## src/rtl/tlfd_pkg.sv

```systemverilog
`default_nettype none
package tlfd_pkg;

  // header layout
  localparam int unsigned HdrBytes   = 9;
  localparam int unsigned CntW       = 4;
  localparam logic [CntW-1:0] HdrLast    = CntW'(HdrBytes - 1);
  localparam logic [CntW-1:0] StreamLast = CntW'(4);

  // configuration register indexes
  localparam int unsigned CfgIdxW = 3;
  localparam logic [CfgIdxW-1:0] RegMaxPayload = 3'd0;
  localparam logic [CfgIdxW-1:0] RegCodeData   = 3'd1;
  localparam logic [CfgIdxW-1:0] RegCodeOpen   = 3'd2;
  localparam logic [CfgIdxW-1:0] RegCodeClose  = 3'd3;
  localparam logic [CfgIdxW-1:0] RegCodePing   = 3'd4;
  localparam logic [CfgIdxW-1:0] RegCodeFault  = 3'd5;

  // result kinds
  localparam logic [1:0] KindHeader = 2'd0;
  localparam logic [1:0] KindData   = 2'd1;
  localparam logic [1:0] KindError  = 2'd2;

  // error codes
  localparam logic ErrType   = 1'b0;
  localparam logic ErrLength = 1'b1;

  typedef enum logic [1:0] {
    PH_HEADER  = 2'd0,
    PH_PAYLOAD = 2'd1,
    PH_HALT    = 2'd2
  } phase_e;

  typedef struct packed {
    logic [31:0] max_payload;
    logic [7:0]  code_data;
    logic [7:0]  code_open;
    logic [7:0]  code_close;
    logic [7:0]  code_ping;
    logic [7:0]  code_fault;
  } cfg_t;

  typedef struct packed {
    logic [1:0]  kind;
    logic [7:0]  frame_type;
    logic [31:0] stream_number;
    logic [31:0] payload_length;
    logic [7:0]  data_byte;
    logic        last;
    logic        error_code;
  } result_t;

endpackage
`default_nettype wire

```

## src/rtl/type_length_frame_deframer.sv

```systemverilog
`default_nettype none
// channel  direction  handshake                 payload
// in       input      in_valid_i / in_stall_o   in_byte_i
// out      output     out_valid_o / out_stall_i kind_o .. error_code_o
// cfg      input      cfg_we_i                  cfg_idx_i, cfg_wdata_i
//
// one byte per cycle in while in_stall_o is low; each byte is decoded in the cycle it is taken,
// and any word that it completes is registered into a two-entry output queue.
// in_stall_o rises only when both queue entries hold undelivered words.
// reset clears the header state and the queue and loads register defaults.
// after an error word the block swallows all bytes until reset.
module type_length_frame_deframer (
  input  wire logic                         clk_i,
  input  wire logic                         rst_ni,
  input  wire logic                         in_valid_i,
  output logic                              in_stall_o,
  input  wire logic [7:0]                   in_byte_i,
  output logic                              out_valid_o,
  input  wire logic                         out_stall_i,
  output logic [1:0]                        kind_o,
  output logic [7:0]                        frame_type_o,
  output logic [31:0]                       stream_number_o,
  output logic [31:0]                       payload_length_o,
  output logic [7:0]                        data_byte_o,
  output logic                              last_o,
  output logic                              error_code_o,
  input  wire logic                         cfg_we_i,
  input  wire logic [tlfd_pkg::CfgIdxW-1:0] cfg_idx_i,
  input  wire logic [31:0]                  cfg_wdata_i
);
  import tlfd_pkg::*;

  cfg_t    cfg;
  result_t res;
  result_t out_word;
  logic    res_valid;
  logic    buf_full;
  logic    in_take;

  assign in_stall_o = buf_full;
  assign in_take    = in_valid_i && !buf_full;

  tlfd_cfg_regs u_cfg (
    .clk_i       (clk_i),
    .rst_ni      (rst_ni),
    .cfg_we_i    (cfg_we_i),
    .cfg_idx_i   (cfg_idx_i),
    .cfg_wdata_i (cfg_wdata_i),
    .cfg_o       (cfg)
  );

  tlfd_parser u_parser (
    .clk_i       (clk_i),
    .rst_ni      (rst_ni),
    .push_i      (in_take),
    .byte_i      (in_byte_i),
    .cfg_i       (cfg),
    .res_valid_o (res_valid),
    .res_o       (res)
  );

  tlfd_out_buf u_out_buf (
    .clk_i       (clk_i),
    .rst_ni      (rst_ni),
    .push_i      (res_valid),
    .push_data_i (res),
    .full_o      (buf_full),
    .valid_o     (out_valid_o),
    .stall_i     (out_stall_i),
    .data_o      (out_word)
  );

  // unpack the result word
  assign kind_o           = out_word.kind;
  assign frame_type_o     = out_word.frame_type;
  assign stream_number_o  = out_word.stream_number;
  assign payload_length_o = out_word.payload_length;
  assign data_byte_o      = out_word.data_byte;
  assign last_o           = out_word.last;
  assign error_code_o     = out_word.error_code;

endmodule
`default_nettype wire

```

## src/rtl/tlfd_cfg_regs.sv

```systemverilog
`default_nettype none
module tlfd_cfg_regs (
  input  wire logic                        clk_i,
  input  wire logic                        rst_ni,
  input  wire logic                        cfg_we_i,
  input  wire logic [tlfd_pkg::CfgIdxW-1:0] cfg_idx_i,
  input  wire logic [31:0]                 cfg_wdata_i,
  output tlfd_pkg::cfg_t                   cfg_o
);
  import tlfd_pkg::*;

  cfg_t cfg_q, cfg_d;

  // register write decode, unknown indexes are ignored
  always_comb begin
    cfg_d = cfg_q;
    if (cfg_we_i) begin
      unique case (cfg_idx_i)
        RegMaxPayload: cfg_d.max_payload = cfg_wdata_i;
        RegCodeData:   cfg_d.code_data   = cfg_wdata_i[7:0];
        RegCodeOpen:   cfg_d.code_open   = cfg_wdata_i[7:0];
        RegCodeClose:  cfg_d.code_close  = cfg_wdata_i[7:0];
        RegCodePing:   cfg_d.code_ping   = cfg_wdata_i[7:0];
        RegCodeFault:  cfg_d.code_fault  = cfg_wdata_i[7:0];
        default:       cfg_d = cfg_q;
      endcase
    end
  end

  always_ff @(posedge clk_i or negedge rst_ni) begin
    if (!rst_ni) begin
      cfg_q.max_payload <= 32'hFFFF_FFFF;
      cfg_q.code_data   <= 8'd0;
      cfg_q.code_open   <= 8'd1;
      cfg_q.code_close  <= 8'd2;
      cfg_q.code_ping   <= 8'd3;
      cfg_q.code_fault  <= 8'd4;
    end else begin
      cfg_q <= cfg_d;
    end
  end

  assign cfg_o = cfg_q;

endmodule
`default_nettype wire

```

## src/rtl/tlfd_parser.sv

```systemverilog
`default_nettype none
module tlfd_parser (
  input  wire logic          clk_i,
  input  wire logic          rst_ni,
  input  wire logic          push_i,
  input  wire logic [7:0]    byte_i,
  input  tlfd_pkg::cfg_t     cfg_i,
  output logic               res_valid_o,
  output tlfd_pkg::result_t  res_o
);
  import tlfd_pkg::*;

  phase_e          phase_q, phase_d;
  logic [CntW-1:0] count_q, count_d;
  logic [7:0]      type_q, type_d;
  logic [31:0]     stream_q, stream_d;
  logic [31:0]     length_q, length_d;
  logic [31:0]     rem_q, rem_d;

  logic hdr_done;
  logic type_ok;
  logic len_ok;
  logic rem_last;

  // header field assembly, big-endian
  always_comb begin
    type_d   = type_q;
    stream_d = stream_q;
    length_d = length_q;
    if (phase_q == PH_HEADER) begin
      if (count_q == '0) begin
        type_d = byte_i;
      end else if (count_q <= StreamLast) begin
        stream_d = {stream_q[23:0], byte_i};
      end else begin
        length_d = {length_q[23:0], byte_i};
      end
    end
  end

  // header checks on the freshly assembled fields
  assign hdr_done = (phase_q == PH_HEADER) && (count_q == HdrLast);
  assign type_ok  = (type_d == cfg_i.code_data)  || (type_d == cfg_i.code_open) ||
                    (type_d == cfg_i.code_close) || (type_d == cfg_i.code_ping) ||
                    (type_d == cfg_i.code_fault);
  assign len_ok   = (length_d <= cfg_i.max_payload);
  assign rem_last = (rem_q == 32'd1);

  // next state
  always_comb begin
    phase_d = phase_q;
    count_d = count_q;
    rem_d   = rem_q;
    unique case (phase_q)
      PH_HEADER: begin
        if (hdr_done) begin
          count_d = '0;
          priority if (!type_ok || !len_ok) begin
            phase_d = PH_HALT;
          end else if (length_d != 32'd0) begin
            phase_d = PH_PAYLOAD;
            rem_d   = length_d;
          end else begin
            // empty frame, next header follows
            phase_d = PH_HEADER;
          end
        end else begin
          count_d = count_q + CntW'(1);
        end
      end
      PH_PAYLOAD: begin
        rem_d = rem_q - 32'd1;
        if (rem_last) begin
          phase_d = PH_HEADER;
        end
      end
      default: phase_d = phase_q;
    endcase
  end

  // result word
  always_comb begin
    res_valid_o          = 1'b0;
    res_o.kind           = KindHeader;
    res_o.frame_type     = type_d;
    res_o.stream_number  = stream_d;
    res_o.payload_length = length_d;
    res_o.data_byte      = 8'd0;
    res_o.last           = 1'b0;
    res_o.error_code     = ErrType;
    unique case (phase_q)
      PH_HEADER: begin
        res_valid_o = push_i && hdr_done;
        priority if (!type_ok) begin
          res_o.kind = KindError;
        end else if (!len_ok) begin
          res_o.kind       = KindError;
          res_o.error_code = ErrLength;
        end else begin
          res_o.last = (length_d == 32'd0);
        end
      end
      PH_PAYLOAD: begin
        res_valid_o     = push_i;
        res_o.kind      = KindData;
        res_o.data_byte = byte_i;
        res_o.last      = rem_last;
      end
      default: res_valid_o = 1'b0;
    endcase
  end

  always_ff @(posedge clk_i or negedge rst_ni) begin
    if (!rst_ni) begin
      phase_q  <= PH_HEADER;
      count_q  <= '0;
      type_q   <= 8'd0;
      stream_q <= 32'd0;
      length_q <= 32'd0;
      rem_q    <= 32'd0;
    end else if (push_i) begin
      phase_q  <= phase_d;
      count_q  <= count_d;
      type_q   <= type_d;
      stream_q <= stream_d;
      length_q <= length_d;
      rem_q    <= rem_d;
    end
  end

endmodule
`default_nettype wire

```

## src/rtl/tlfd_out_buf.sv

```systemverilog
`default_nettype none
module tlfd_out_buf (
  input  wire logic          clk_i,
  input  wire logic          rst_ni,
  input  wire logic          push_i,
  input  tlfd_pkg::result_t  push_data_i,
  output logic               full_o,
  output logic               valid_o,
  input  wire logic          stall_i,
  output tlfd_pkg::result_t  data_o
);
  import tlfd_pkg::*;

  // two-entry queue: a ring of two entries with read and write pointers
  result_t    ent_q [2];
  logic       wr_ptr_q, rd_ptr_q;
  logic [1:0] cnt_q, cnt_d;
  logic       pop;

  assign pop     = valid_o && !stall_i;
  assign valid_o = (cnt_q != 2'd0);
  assign full_o  = (cnt_q == 2'd2);
  assign data_o  = ent_q[rd_ptr_q];

  always_comb begin
    cnt_d = cnt_q;
    unique case ({push_i, pop})
      2'b10:   cnt_d = cnt_q + 2'd1;
      2'b01:   cnt_d = cnt_q - 2'd1;
      default: cnt_d = cnt_q;
    endcase
  end

  always_ff @(posedge clk_i or negedge rst_ni) begin
    if (!rst_ni) begin
      wr_ptr_q <= 1'b0;
      rd_ptr_q <= 1'b0;
      cnt_q    <= 2'd0;
    end else begin
      cnt_q <= cnt_d;
      if (push_i) wr_ptr_q <= ~wr_ptr_q;
      if (pop)    rd_ptr_q <= ~rd_ptr_q;
    end
  end

  // payload storage
  always_ff @(posedge clk_i) begin
    if (push_i) ent_q[wr_ptr_q] <= push_data_i;
  end

endmodule
`default_nettype wire
```

## config.mk

```make
export PLATFORM = sky130hd
export DESIGN_NAME = type_length_frame_deframer
export DESIGN_NICKNAME = d
export VERILOG_FILES = /design/src/rtl/tlfd_pkg.sv /design/src/rtl/type_length_frame_deframer.sv /design/src/rtl/tlfd_cfg_regs.sv /design/src/rtl/tlfd_parser.sv /design/src/rtl/tlfd_out_buf.sv
export SDC_FILE = /design/constraint.sdc
export NUM_CORES = 1
export LEC_CHECK = 0
export ABC_AREA = 0
export BUFFER_PORTS_ARGS = -buffer_cell sky130_fd_sc_hd__buf_2
export CAP_MARGIN = 10
export CORE_ASPECT_RATIO = 1.2
export CORE_MARGIN = 5
export CORE_UTILIZATION = 50
export CTS_CLUSTER_SIZE = 12
export DETAILED_ROUTE_END_ITERATION = 7
export MAX_ROUTING_LAYER = met4
export PLACE_DENSITY = 0.68
export SETUP_SLACK_MARGIN = 0.5
export SLEW_MARGIN = 5
export SYNTH_ARGS = -nofsm -noshare
export SYNTH_HDL_FRONTEND = slang
export SYNTH_SLANG_ARGS = --single-unit
```

## constraint.sdc

```tcl
create_clock -name clk_i -period 6.8 [get_ports clk_i]
set_input_delay 0.34 -clock clk_i [delete_from_list [all_inputs] [get_ports clk_i]]
set_output_delay 0.34 -clock clk_i [all_outputs]
set_load 0.01 [all_outputs]
```

# --- Word level (Yosys, flattened, before mapping) ---
# Memory sizes are Yosys's and may differ from the RTL's.
# Index checks and enable logic that the tools add are counted.
word_totals:
  reg_bits: 186
  out_inout_bits: 86
  ram_bits: 168
  n_memories: 1
  wordCells: 105
mem_list:
  columns: ["memory", "words", "word_bits", "read_ports", "rd_clocked_by_memory_dff", "write_ports", "line_no", "rtl"]
  rows:
  - ["u_out_buf.ent_q", 2, 84, 1, 0, 1, "tlfd_out_buf.sv:15", "result_t ent_q [2];"]
op_classes:
  n_lt_le_gt_ge: 2
  reduce_logical: 30
  bitwise: 2
  addsub: 4
  mux: 31
  eq_ne: 20
op_table:
  columns: ["op", "count"]
  rows:
  - ["32-bit two-way mux", 9]
  - ["32-bit one-hot mux with 2 select lines", 1]
  - ["8-bit == test", 5]
  - ["32-bit by 1-bit == test with 1-bit output, second input constant", 1]
  - ["32-bit less-or-equal comparator", 1]
  - ["32-bit zero test", 1]
  - ["32-bit nonzero test", 1]
  - ["32-bit by 1-bit subtractor with 32-bit output, second input constant", 1]
  - ["8-bit two-way mux", 3]
  - ["2-bit AND reduction", 7]
  - ["2-bit two-way mux", 6]
  - ["2-bit one-hot mux with 2 select lines", 3]
  - ["3-bit by 2-bit == test with 1-bit output, second input constant", 2]
  - ["3-bit == test, second input constant", 2]
  - ["1-bit two-way mux", 6]
  - ["2-bit nonzero test", 3]
  - ["1-bit logical OR", 5]
  - ["5-bit AND reduction", 1]
  - ["4-bit by 1-bit adder with 4-bit output, second input constant", 1]
  - ["2-bit by 1-bit == test with 1-bit output, second input constant", 2]
  - ["2-bit == test, second input constant", 2]
  - ["4-bit == test, second input constant", 1]
  - ["4-bit by 3-bit less-or-equal comparator with 1-bit output, second input constant", 1]
  - ["1-bit logical AND", 4]
  - ["other kinds (13)", 20]

# --- Longest topological paths before layout ---
# Gate-level depths: netlist (run 1).
depth:
  depth_word: 13
  depth_mapped: 20

# --- Hierarchy ---
# Synthesis (run 1) repeated with hierarchy kept, for this count alone.
unflattened:
  hier_cells: 1322
  hier_area_um2: 16891.2
by_module_without_submodules:
  columns: ["mod", "cells_each", "seq_area_each_um2", "area_per_inst_um2", "n_inst"]
  rows:
  - ["tlfd_parser", 886, 2752.6, 7822.5, 1]
  - ["tlfd_out_buf", 278, 5144.9, 6264.8, 1]
  - ["tlfd_cfg_regs", 157, 1848.0, 2790.2, 1]
  - ["type_length_frame_deframer", 1, 0.0, 13.8, 1]

# --- Worst setup path after synthesis (run 1) ---
# Ideal clock, no wire load.
synth_path:
  kind: "reg-to-reg"
  from: "register u_parser.count_q[0]"
  to: "memory u_out_buf.ent_q[0][0] (netlist bit) (enable)"
  path_buffers: 0
  path_stages_with_launch: 7
  required_time_ns: 6.273
  setup_slack_ns: 1.654
  synth_period_minus_slack_ns: 5.146
  arrival_ns: 4.619
  cell_sequence: "dfrtp_1 > inv_1 > ha_1 > nand2_1 > nor2_1 > o21ai_1 > nor2_1"
synth_between:
  elab_chain_cells: 6
synth_lines:
  columns: ["item", "line_no", "rtl"]
  rows:
  - ["from (decl)", "tlfd_parser.sv:14", "logic [CntW-1:0] count_q, count_d;"]
  - ["from (signal assigned)", "tlfd_parser.sv:123", "count_q <= count_d;"]
  - ["4-bit == test", "tlfd_parser.sv:42", "assign hdr_done = (phase_q == PH_HEADER) && (count_q == HdrLast);"]
  - ["1-bit logical AND", "tlfd_parser.sv:42", null]
  - ["1-bit logical AND", "tlfd_parser.sv:93", "res_valid_o = push_i && hdr_done;"]
  - ["1-bit one-hot mux with 2 select lines", "tlfd_parser.sv:91", "unique case (phase_q)"]
  - ["1-bit two-way mux", "tlfd_out_buf.sv:48", "if (push_i) ent_q[wr_ptr_q] <= push_data_i;"]
  - ["1-bit two-way mux (not written as such)", "tlfd_out_buf.sv:48", null]
  - ["to (decl)", "tlfd_out_buf.sv:15", null]
# No other way between the ends.

==> results.toml, run 1 <==
[status]
status = "completed"

[routing]
vias_per_cell = 5.70
routed_wl_um = 40300
drt_first_pass_iters = 8
postRouteAntennaNets = 0
drc = 0
routedWlPerCell_um = 20.7
drtIter0Drc = 971
vias = 11100

[sta]
fin_crit_sh_pct = 85.0
max_slew_margin_pct = 29.7
maxSlewViolCount = 0
setup-tns-final_ns = 0
finalHoldViolCount = 0
clock_skew_ns = 0.0228
max_freq_ghz = 0.173
worst_slack_ns = 1.02
rsz0062_at_grt = "false"
setup_violations = 0
fin_crit_ns = 5.78
tightest_slew_ns = 1.05

[synthesis]
yosysTopAreaCell = "edfxtp_1"
synthCells = 1345
ys_warn_count = 0
synth_top_area_share_pct = 30.3
synth_area_per_cell_um2 = 12.4
syn_nets = 1430
postSynth.asyncResetShare_pct = 52.5
synthTopCellsByArea = "edfxtp_1, dfrtp_1, mux2_2, dfstp_2, o21ai_0"
syn-cell-area_um2 = 16600
synth_edf_count = 168
synth-seq-cells = 354
ys.flop_type = "edfxtp_1"
yosysSeqAreaShare_pct = 58.6
yosysUniqueCellTypes = 65

[place]
hpwlAfterDp_um = 26800
numPortBuffers = 133
gp_congestion = 0.898
place_ws_ns = 1.13

[clock_network]
postCtsHoldBufs = 1
numClockSinks = 354
cts_tree = "yes"
cts_setup_buffers = 0
path_clk_slew_ns = 0.06
cts.path.max_buffers = 3
cts_resized = 0
root_buffer = "clkbuf_16"
cts_made_buffers = 37
clk_latency_ns = 0.54
h-tree-depth = 2

[critical_path]
reg2reg_to = "u_parser.rem_q[20]"
required_ns = 7.16
crit_path_max_fanout = 31
critical_path.cell_chain = "inv_1, ha_1, nor2b_1, o21ai_4, buf_4, mux2i_1, inv_1, ha_1, nand4_1, nor4_1, nand4_1, a21boi_0, a32oi_1, o211a_2, or2_1, a22oi_1"
cp_top_family = "compound AO/OA/AOI/OAI gates"
cp.arrival_ns = 6.14
r2r_start = "u_parser.count_q[0]"
end_kind = "flip-flop"
crit_type = "reg2reg"
crit_buf_inv = 3
r2r_slack_ns = 1.02
startpoint_type = "flip-flop"
reg2regPathDepth = 16
slowest_stage = "or2_1"
critPathMaxStageDelay_ns = 0.89

[finish]
num-fill-cells = 2740
nets = 1552
final-seq-area_um2 = 9750
drive_above_1_share_pct = 30.5
finish.utilization_pct = 57.4
multi_input_area_um2 = 6320
syn2layout_area_growth_pct = 13.8
antenna_cells = 0

[global_route]
grt_pass1_wl_um = 63500
gr-total-overflow = 0
antenna_found_initial = 0
grt_max_degree = 74
grt_pass1_vias = 11300
track_usage_pct = 22.2

[power_and_ir_drop]
p_leak_nw = 7.71
ir_drop_uv = 213
powerDensity_nw_per_um2 = 423

[hold_path]
hold_start = "cfg_wdata_i[31]"
hold_end = "u_cfg.cfg_o[71]"
min_path_cells = 3
min_path_type = "in2reg"

[run]
cap_violations = 0

[die]
ios = 134
rows = 73
core_um2 = 33000
dieArea_um2 = 37000
initial_core_util_pct = 50.5
dieWidth_um = 177
die_y_um = 210
## worst max path at each step
| stage | cells after the start | to | from |
|---|---|---|---|
| 5_1_grt | 16 | u_parser.rem_q[20] | u_parser.count_q[0] |
| 3_3_place_gp | 15 | u_parser.rem_q[1] | u_parser.count_q[0] |
| 2_1_floorplan | 6 | u_out_buf.ent_q[0][0] | u_parser.count_q[0] |
| 3_5_place_dp | 16 | u_parser.rem_q[20] | u_parser.count_q[0] |
| 4_1_cts | 16 | u_parser.rem_q[20] | u_parser.count_q[0] |
| 6_report | 16 | u_parser.rem_q[20] | u_parser.count_q[0] |
## layout make-up
cell class	instances	share of cell area, %
well taps	450	2.97
clock inverters	8	0.463
clock buffers	60	5.62
multi-input cells	832	33.4
flip-flops and latches	354	51.5
repair buffers	150	4.24
inverters	92	1.82
## routing by layer
metal	routed length (µm)	GRT usage [%]	share of wire (%)
met2	19500	35.9	49
met5	0	-	0
met4	1290	6.57	3.2
met1	17200	29.1	43
met3	2250	3.53	5.6
## worst register-to-register path: stages (launching register included)
cell and delay [ns]:
dfrtp_1 0.41, inv_1 0.08, ha_1 0.23, nor2b_1 0.11, o21ai_4 0.64, buf_4 0.34
mux2i_1 0.32, inv_1 0.11, ha_1 0.34, nand4_1 0.21, nor4_1 0.44, nand4_1 0.17
a21boi_0 0.16, a32oi_1 0.28, o211a_2 0.67, or2_1 0.90, a22oi_1 0.19
## flip-flops by register name, indices dropped and copies added, names as in the netlist
register,count
u_out_buf.ent_q,168
u_parser.phase_q,2
u_parser.type_q,8
u_out_buf.cnt_q,2
u_out_buf.wr_ptr_q,1
u_parser.stream_q,32
u_out_buf.rd_ptr_q,1
u_parser.length_q,32
u_cfg.cfg_o,72
u_parser.rem_q,32
u_parser.count_q,4
## synthesized netlist by cell type (all sizes together), types with 2 or more instances
| cell | n |
|---|---|
| o2bb2ai | 5 |
| a22o | 23 |
| xnor2 | 19 |
| nor2 | 35 |
| o21ai | 132 |
| edfxtp | 168 |
| nand3 | 15 |
| a22oi | 3 |
| o32ai | 5 |
| mux2 | 194 |
| o22ai | 23 |
| a21o | 3 |
| or4 | 8 |
| nor4 | 16 |
| clkbuf | 52 |
| mux2i | 28 |
| or2 | 7 |
| dfrtp | 149 |
| and2 | 8 |
| a221oi | 3 |
| nand2 | 111 |
| nor4b | 2 |
| a2111oi | 2 |
| ha | 37 |
| xor2 | 25 |
| nand4b | 2 |
| nor3 | 30 |
| a21oi | 26 |
| buf | 15 |
| or3 | 9 |
| nor3b | 3 |
| dfstp | 37 |
| inv | 92 |
| nor2b | 4 |
| a31oi | 2 |
| nand2b | 8 |
| nand4 | 18 |
| a222oi | 12 |
| a211oi | 2 |
## power breakdown
group          total [mW]  switching (mW)  internal [mW]
combinational        2.72            1.52           1.21
clock                1.93           0.812           1.12
sequential           3.35           0.468           2.88
total                8.00            2.80           5.20
## placed cells by master (no fill, tap or decap), types with 4 or more instances in the layout
cell	n
o21ai_0	128
buf_4	16
nand3_1	15
a21oi_1	24
nor4_1	15
nor2_1	32
inv_1	90
o2bb2ai_1	5
nor2b_1	4
a222oi_1	12
nand2b_1	8
ha_1	37
xnor2_1	19
and2_1	8
o32ai_1	5
dfrtp_1	148
nor3_1	28
nand4_1	18
edfxtp_1	168
nand2_1	110
or3_1	7
buf_2	132
xor2_1	25
or2_2	4
mux2_2	194
or4_1	5
a22o_1	23
mux2i_1	26
clkbuf_16	38
clkbuf_1	19
dfstp_2	37
o22ai_1	21
## cells by family (layout without fill, tap and decap cells)
kind of cell	count (synthesis)	in the layout	share of synthesized area, %
AO/OA/AOI/OAI	250	250	9.38
XOR/XNOR	44	44	2.32
adder cells (fa/ha/maj)	37	37	2.78
buffers and inverters	159	310	3.75
flip-flops	354	354	58.6
multiplexers	222	222	14.9
AND/OR/NAND/NOR	279	279	8.34
## through the flow
stage / hold WS [ns] / instance area, µm² / cells / total power [mW]
after floorplan: 0.0444 / 16600 / 1345 / 5.18
after global placement: 0.333 / 17800 / 1877 / 6.00
after detailed placement: 0.335 / 17800 / 1877 / 6.09
after CTS: 0.00200 / 18900 / 1946 / 8.05
after global routing: 0.0203 / 18900 / 1946 / 8.47
final: 0.0131 / 18900 / 1946 / 8.00
No activity file was read; power rests on OpenSTA's default activity.
==> run 2, diff against run 1 <==
--- a/config.mk
+++ b/config.mk
@@ -14,7 +14,7 @@
 export CTS_CLUSTER_SIZE = 12
 export DETAILED_ROUTE_END_ITERATION = 7
 export MAX_ROUTING_LAYER = met4
-export PLACE_DENSITY = 0.68
+export PLACE_DENSITY = 0.71
 export SETUP_SLACK_MARGIN = 0.5
 export SLEW_MARGIN = 5
 export SYNTH_ARGS = -nofsm -noshare
==> constraint.sdc (replaced) <==
create_clock -name clk_i -period 4.8 [get_ports clk_i]
set_input_delay 0.24 -clock clk_i [delete_from_list [all_inputs] [get_ports clk_i]]
set_output_delay 0.24 -clock clk_i [all_outputs]
set_load 0.01 [all_outputs]
==> results.toml, run 2 (same netlist as run 1, synthesis figures left out) <==
[status]
status = "completed"

[routing]
drc = 0
routedWlPerCell_um = 20.9
drtIter0Drc = 906
routed_wl_um = 41600
postRouteAntennaNets = 0
drt_first_pass_iters = 8
vias = 11500
vias_per_cell = 5.75

[finish]
layout_common_cells = "mux2_2, edfxtp_1, dfrtp_1"
nets = 1600
regMostFlops = "u_out_buf.ent_q"
final-seq-area_um2 = 9750
largest_reg_flops = 168
finish.utilization_pct = 59.4
syn2layout_area_growth_pct = 17.7
num-fill-cells = 2608
layout_commonest_cell = "mux2_2"
drive_above_1_share_pct = 33.0
multi_input_area_um2 = 6490
finish.instance_area_um2 = 19600
final_cells = 1993
antenna_cells = 0

[critical_path]
critPathMaxStageDelay_ns = 0.41
required_ns = 5.22
startpoint_type = "flip-flop"
critical_path.cell_chain = "inv_1, ha_2, nor2b_2, o21ai_4, clkbuf_16, buf_4, mux2i_1, inv_1, ha_1, nand4_1, nor3_4, a221oi_1, o21ai_1, a32oi_2, o211a_4, or2_1, buf_4, a22o_1"
cp-startpoint = "u_parser.count_q[0]"
crit_type = "reg2reg"
slowest_stage = "dfrtp_1"
r2r_start = "u_parser.count_q[0]"
end_kind = "flip-flop"
cp.arrival_ns = 4.53
crit_path_max_fanout = 15

[clock_network]
h-tree-depth = 2
numClockSinks = 354
cts.path.max_buffers = 3
path_clk_slew_ns = 0.06
root_buffer = "clkbuf_16"
clk_latency_ns = 0.54
cts_made_buffers = 37
cts_tree = "yes"

[hold_path]
min_path_type = "in2reg"
hold_start = "cfg_wdata_i[7]"

[run]
cap_violations = 0

[sta]
max_freq_ghz = 0.243
fin_crit_ns = 4.11
finalHoldViolCount = 0
clock_skew_ns = 0.0185
setup_violations = 0
rsz0062_at_grt = "false"
tightest_slew_ns = 0.920
maxSlewViolCount = 0
max_slew_margin_pct = 38.6
fin_crit_sh_pct = 85.7

[global_route]
grt_pass1_wl_um = 65000
gr-total-overflow = 0
track_usage_pct = 22.6
antenna_found_initial = 0
grt_pass1_vias = 11700
grt_max_degree = 96

[power_and_ir_drop]
power_frac_seq_pct = 40.9
p_int_mw = 7.58
ir_drop_uv = 322
p_leak_nw = 7.93
powerDensity_nw_per_um2 = 599
p_comb_share_pct = 36.1
swShare_pct = 35.3
p_switching_mw = 4.14
clockPowerShare_pct = 23.0

[die]
die_y_um = 210
dieWidth_um = 177
core_um2 = 33000
dieArea_um2 = 37000
rows = 73
initial_core_util_pct = 50.5
ios = 134

[place]
numPortBuffers = 133
place_area_um2 = 17900
hpwlAfterDp_um = 27300
gp_congestion = 0.894
dp_cells = 1891
run 2: cell count changes in the layout (fill, tap and decap cells not counted), moves of 3 or more:
cell,before,now
mux2i_4,0,6
dlygate4sd3_1,1,26
mux2i_2,2,13
o21ai_1,2,5
mux2i_1,26,9
buf_4,16,33
o21ai_0,128,124
clkinv_2,2,5
clkinv_1,3,0
run 2: repair_timing:
action	CTS	global route
hold buffers	26	0
buffers inserted	0	6
cloned	0	3
pin swaps	0	6
endpoints found under the setup margin	13	38
endpoints found under the hold margin	100	0
resized for setup	1	41
run 2: power groups by stage:
| stage | clock [mW] | combinational (mW) | sequential, mW |
|---|---|---|---|
| finish | 2.70 | 4.23 | 4.80 |
| global route | 2.87 | 4.64 | 4.87 |
| CTS | 2.74 | 3.94 | 4.75 |
| detailed placement | 0 | 3.89 | 4.80 |
| global placement | 0 | 3.77 | 4.78 |
| floorplan | 0 | 2.86 | 4.47 |
run 2: per-stage QoR:
| step | setup TNS, ns | setup slack (ns) | hold slack, ns | power (mW) |
|---|---|---|---|---|
| final | 0 | 0.687 | 0.00663 | 11.7 |
| after global routing | 0 | 0.490 | 0.00991 | 12.4 |
| after CTS | 0 | 0.519 | 0.00488 | 11.4 |
| after detailed placement | 0 | 0.491 | 0.416 | 8.69 |
| after global placement | 0 | 0.548 | 0.417 | 8.55 |
| after floorplan | -58.12 | -0.346 | -0.0556 | 7.34 |
run 2: per-layer routing:
metal	global-route usage, %	wire length [µm]	up-vias	part of all wire [%]
li1	-	-	5268	-
met5	-	0	-	0
met1	29.3	17400	5688	42
met4	7.18	1280	0	3.1
met2	37.0	20600	402	49
met3	3.39	2350	101	5.6
run 2: path summary, 6_finish.rpt:
path,slack [ns],endpoint,cells after the start
min in group asynchronous,0.40,u_parser.length_q[7],2
hold / removal,0.007,u_cfg.cfg_o[47],3
setup reg to reg,0.69,u_parser.rem_q[30],18
setup / recovery,0.69,u_parser.rem_q[30],18
hold reg to reg,0.49,u_out_buf.cnt_q[1],1
max in group asynchronous,3.40,u_parser.length_q[8],3
run 2: layout make-up:
| class | count | share of cell area, % |
|---|---|---|
| Sequential cell | 354 | 49.8 |
| Multi-Input combinational cell | 832 | 33.1 |
| Timing Repair Buffer | 198 | 6.62 |
| Clock buffer | 60 | 5.48 |
| Tap cell | 450 | 2.88 |
| Inverter | 92 | 1.76 |
| Clock inverter | 7 | 0.313 |
run 2: critical path, delay by kind of cell, from the launching register on:
kind            cells  cell delay [ns]
simple gates        4             0.76
buf+inv             5             0.85
mux                 1             0.24
fa+ha+maj           2             0.52
flops               1             0.41
compound gates      6             1.20
==> run 3, diff against run 2 <==
--- a/config.mk
+++ b/config.mk
@@ -5,7 +5,7 @@
 export SDC_FILE = /design/constraint.sdc
 export NUM_CORES = 1
 export LEC_CHECK = 0
-export ABC_AREA = 0
+export ABC_AREA = 1
 export BUFFER_PORTS_ARGS = -buffer_cell sky130_fd_sc_hd__buf_2
 export CAP_MARGIN = 10
 export CORE_ASPECT_RATIO = 1.2
@@ -15,6 +15,7 @@
 export DETAILED_ROUTE_END_ITERATION = 7
 export MAX_ROUTING_LAYER = met4
 export PLACE_DENSITY = 0.71
+export REMOVE_ABC_BUFFERS = 1
 export SETUP_SLACK_MARGIN = 0.5
 export SLEW_MARGIN = 5
 export SYNTH_ARGS = -nofsm -noshare
==> results.toml, run 3 <==
[critical_path]
crit_type = "reg2reg"
critPathMaxStageDelay_ns = 0.73
crit_path_max_fanout = 32
critical_path.cell_chain = "inv_1, ha_2, inv_2, nand2_1, nand2_2, nand2_8, o21ai_0, ha_1, nand4_1, nor4_1, buf_4, nand3_1, nand2_1, nand2_2, nand2_4, buf_4, inv_1"
startpoint_type = "flip-flop"
cp.arrival_ns = 4.23
cp_top_family = "simple AND/OR/NAND/NOR gates"
r2r_start = "u_parser.count_q[0]"
r2r_slack_ns = 0.84
critPathCapture = "u_out_buf.ent_q[1][83]"
slowest_stage = "o21ai_0"
reg2reg_to = "u_out_buf.ent_q[1][83]"
required_ns = 5.07
cp_num_cells = 17
crit_buf_inv = 5
end_kind = "flip-flop"
cp-startpoint = "u_parser.count_q[0]"
reg2regPathDepth = 17

[place]
hpwlAfterDp_um = 28600
place_ws_ns = 0.594
gp_congestion = 0.934
numPortBuffers = 133
place_area_um2 = 18200

[sta]
setup-tns-final_ns = 0
setup_violations = 0
tightest_slew_ns = 1.09
max_slew_margin_pct = 27.0
fin_crit_ns = 3.96
max_freq_ghz = 0.253
maxSlewViolCount = 0
finalHoldViolCount = 0
fin_crit_sh_pct = 82.5
hold_ws_ns = 0.0247
clock_skew_ns = 0.0150
worst_slack_ns = 0.841
rsz0062_at_grt = "false"

[global_route]
grt_pass1_wl_um = 69200
track_usage_pct = 23.4
antenna_found_initial = 0
gr-total-overflow = 0
grt_max_degree = 106
grt_pass1_vias = 13600

[finish]
largest_reg_flops = 168
regMostFlops = "u_out_buf.ent_q"
finish.instance_area_um2 = 19600
layout_commonest_cell = "nand2_1"
antenna_cells = 0
num-fill-cells = 3035
nets = 2218
layout_common_cells = "nand2_1, inv_1, o21ai_0"
syn2layout_area_growth_pct = 14.5
drive_above_1_share_pct = 12.9

[synthesis]
synth_edf_count = 168
ys_warn_count = 0
ys_top_cells_by_count = "nand2_1, inv_1, o21ai_0"
yosysTopAreaCell = "edfxtp_1"
synth_area_per_cell_um2 = 8.60
yosysSeqAreaShare_pct = 56.9
yosysUniqueCellTypes = 39
synthCells = 1991
syn-cell-area_um2 = 17100
synth-seq-cells = 354
synthTopCellsByArea = "edfxtp_1, dfrtp_1, nand2_1, dfstp_2, o21ai_0"
synth_top_area_share_pct = 29.5
synthMostInstantiatedCell = "nand2_1"
postSynth.asyncResetShare_pct = 52.5
ys.flop_type = "edfxtp_1"

[power_and_ir_drop]
powerDensity_nw_per_um2 = 454
ir_drop_uv = 267
p_leak_nw = 9.57
finalPower_mw = 8.90

[routing]
routed_wl_um = 42500
drc = 0
vias_per_cell = 5.21
postRouteAntennaNets = 0
routedWlPerCell_um = 16.3
drt_first_pass_iters = 5
drtIter0Drc = 1118
vias = 13600

[clock_network]
numClockSinks = 354
cts_setup_buffers = 0
cts.path.max_buffers = 3
root_buffer = "clkbuf_16"
cts_tree = "yes"
h-tree-depth = 2
cts_made_buffers = 37
clk_latency_ns = 0.54
path_clk_slew_ns = 0.06

[die]
rows = 74
initial_core_util_pct = 50.4
dieWidth_um = 179
ios = 134
dieArea_um2 = 38100
die_y_um = 213
core_um2 = 34000

[run]
cap_violations = 0

[hold_path]
min_path_type = "in2reg"

[status]
status = "completed"
-- run 3: kinds of logic after synthesis --
group / Yosys count / share of synthesized area [%]
adders and majority gates: 37 / 2.70
xor gates and xnor gates: 13 / 0.665
AOI/OAI and AO/OA: 296 / 9.07
and+or+nand+nor: 993 / 23.6
DFF: 354 / 56.9
buffers and inverters: 298 / 7.01
-- run 3: report_power, final --
group | total (mW) | switching (mW) | internal [mW] | leakage, nW
Combinational | 2.44 | 1.66 | 0.778 | 5.12
Clock | 2.64 | 1.16 | 1.48 | 0.529
Sequential | 3.82 | 0.172 | 3.65 | 3.92
Total | 8.90 | 3.00 | 5.91 | 9.57
-- run 3: layout make-up --
class                      count  area [µm²]  area share, %
tap                          456         571           2.91
multi-input combinational   1340        6240           31.8
sequential                   354        9750           49.7
clock inverter                 8        65.1          0.332
timing repair buffer         178        1120           5.72
clock buffer                  59        1030           5.25
inverter                     222         833           4.25
-- run 3: worst min path at each step --
stage / start / endpoint / cells past startpoint
floorplan: rst_ni / u_cfg.cfg_o[0] / 0
global placement: rst_ni / u_parser.type_q[1] / 1
detailed placement: rst_ni / u_cfg.cfg_o[33] / 1
CTS: out_stall_i / u_out_buf.rd_ptr_q / 3
global route: out_stall_i / u_out_buf.rd_ptr_q / 3
finish: out_stall_i / u_out_buf.rd_ptr_q / 3
-- run 3: repair_timing --
item,CTS,global route
hold buffers,25,0
setup endpoints to repair,0,34
endpoints found under the hold margin,85,0
resized for setup,0,4
-- run 3: per-stage QoR --
| stage | instances | util [%] |
|---|---|---|
| after global routing | 2617 | 57.7 |
| final | 2617 | 57.7 |
| after global placement | 2524 | 53.7 |
| after floorplan | 1915 | - |
| after detailed placement | 2524 | 53.7 |
| after CTS | 2616 | 57.6 |
-- run 3: worst register-to-register path: cells and delay by family, from the launching register on --
kind                     cells  cell delay, ns
AND/OR/NAND/NOR              9            1.38
AO/OA/AOI/OAI                1            0.76
buffers and inverters        5            0.71
adder cells (fa/ha/maj)      2            0.49
flip-flops                   1            0.36
-- run 3: per-layer routing --
| layer | track usage (%) | vias up | wire [µm] |
|---|---|---|---|
| met2 | 38.7 | 381 | 20900 |
| met1 | 29.8 | 6443 | 18100 |
| met5 | - | - | 0 |
| li1 | - | 6718 | - |
| met4 | 7.84 | 0 | 1370 |
| met3 | 3.29 | 88 | 2190 |
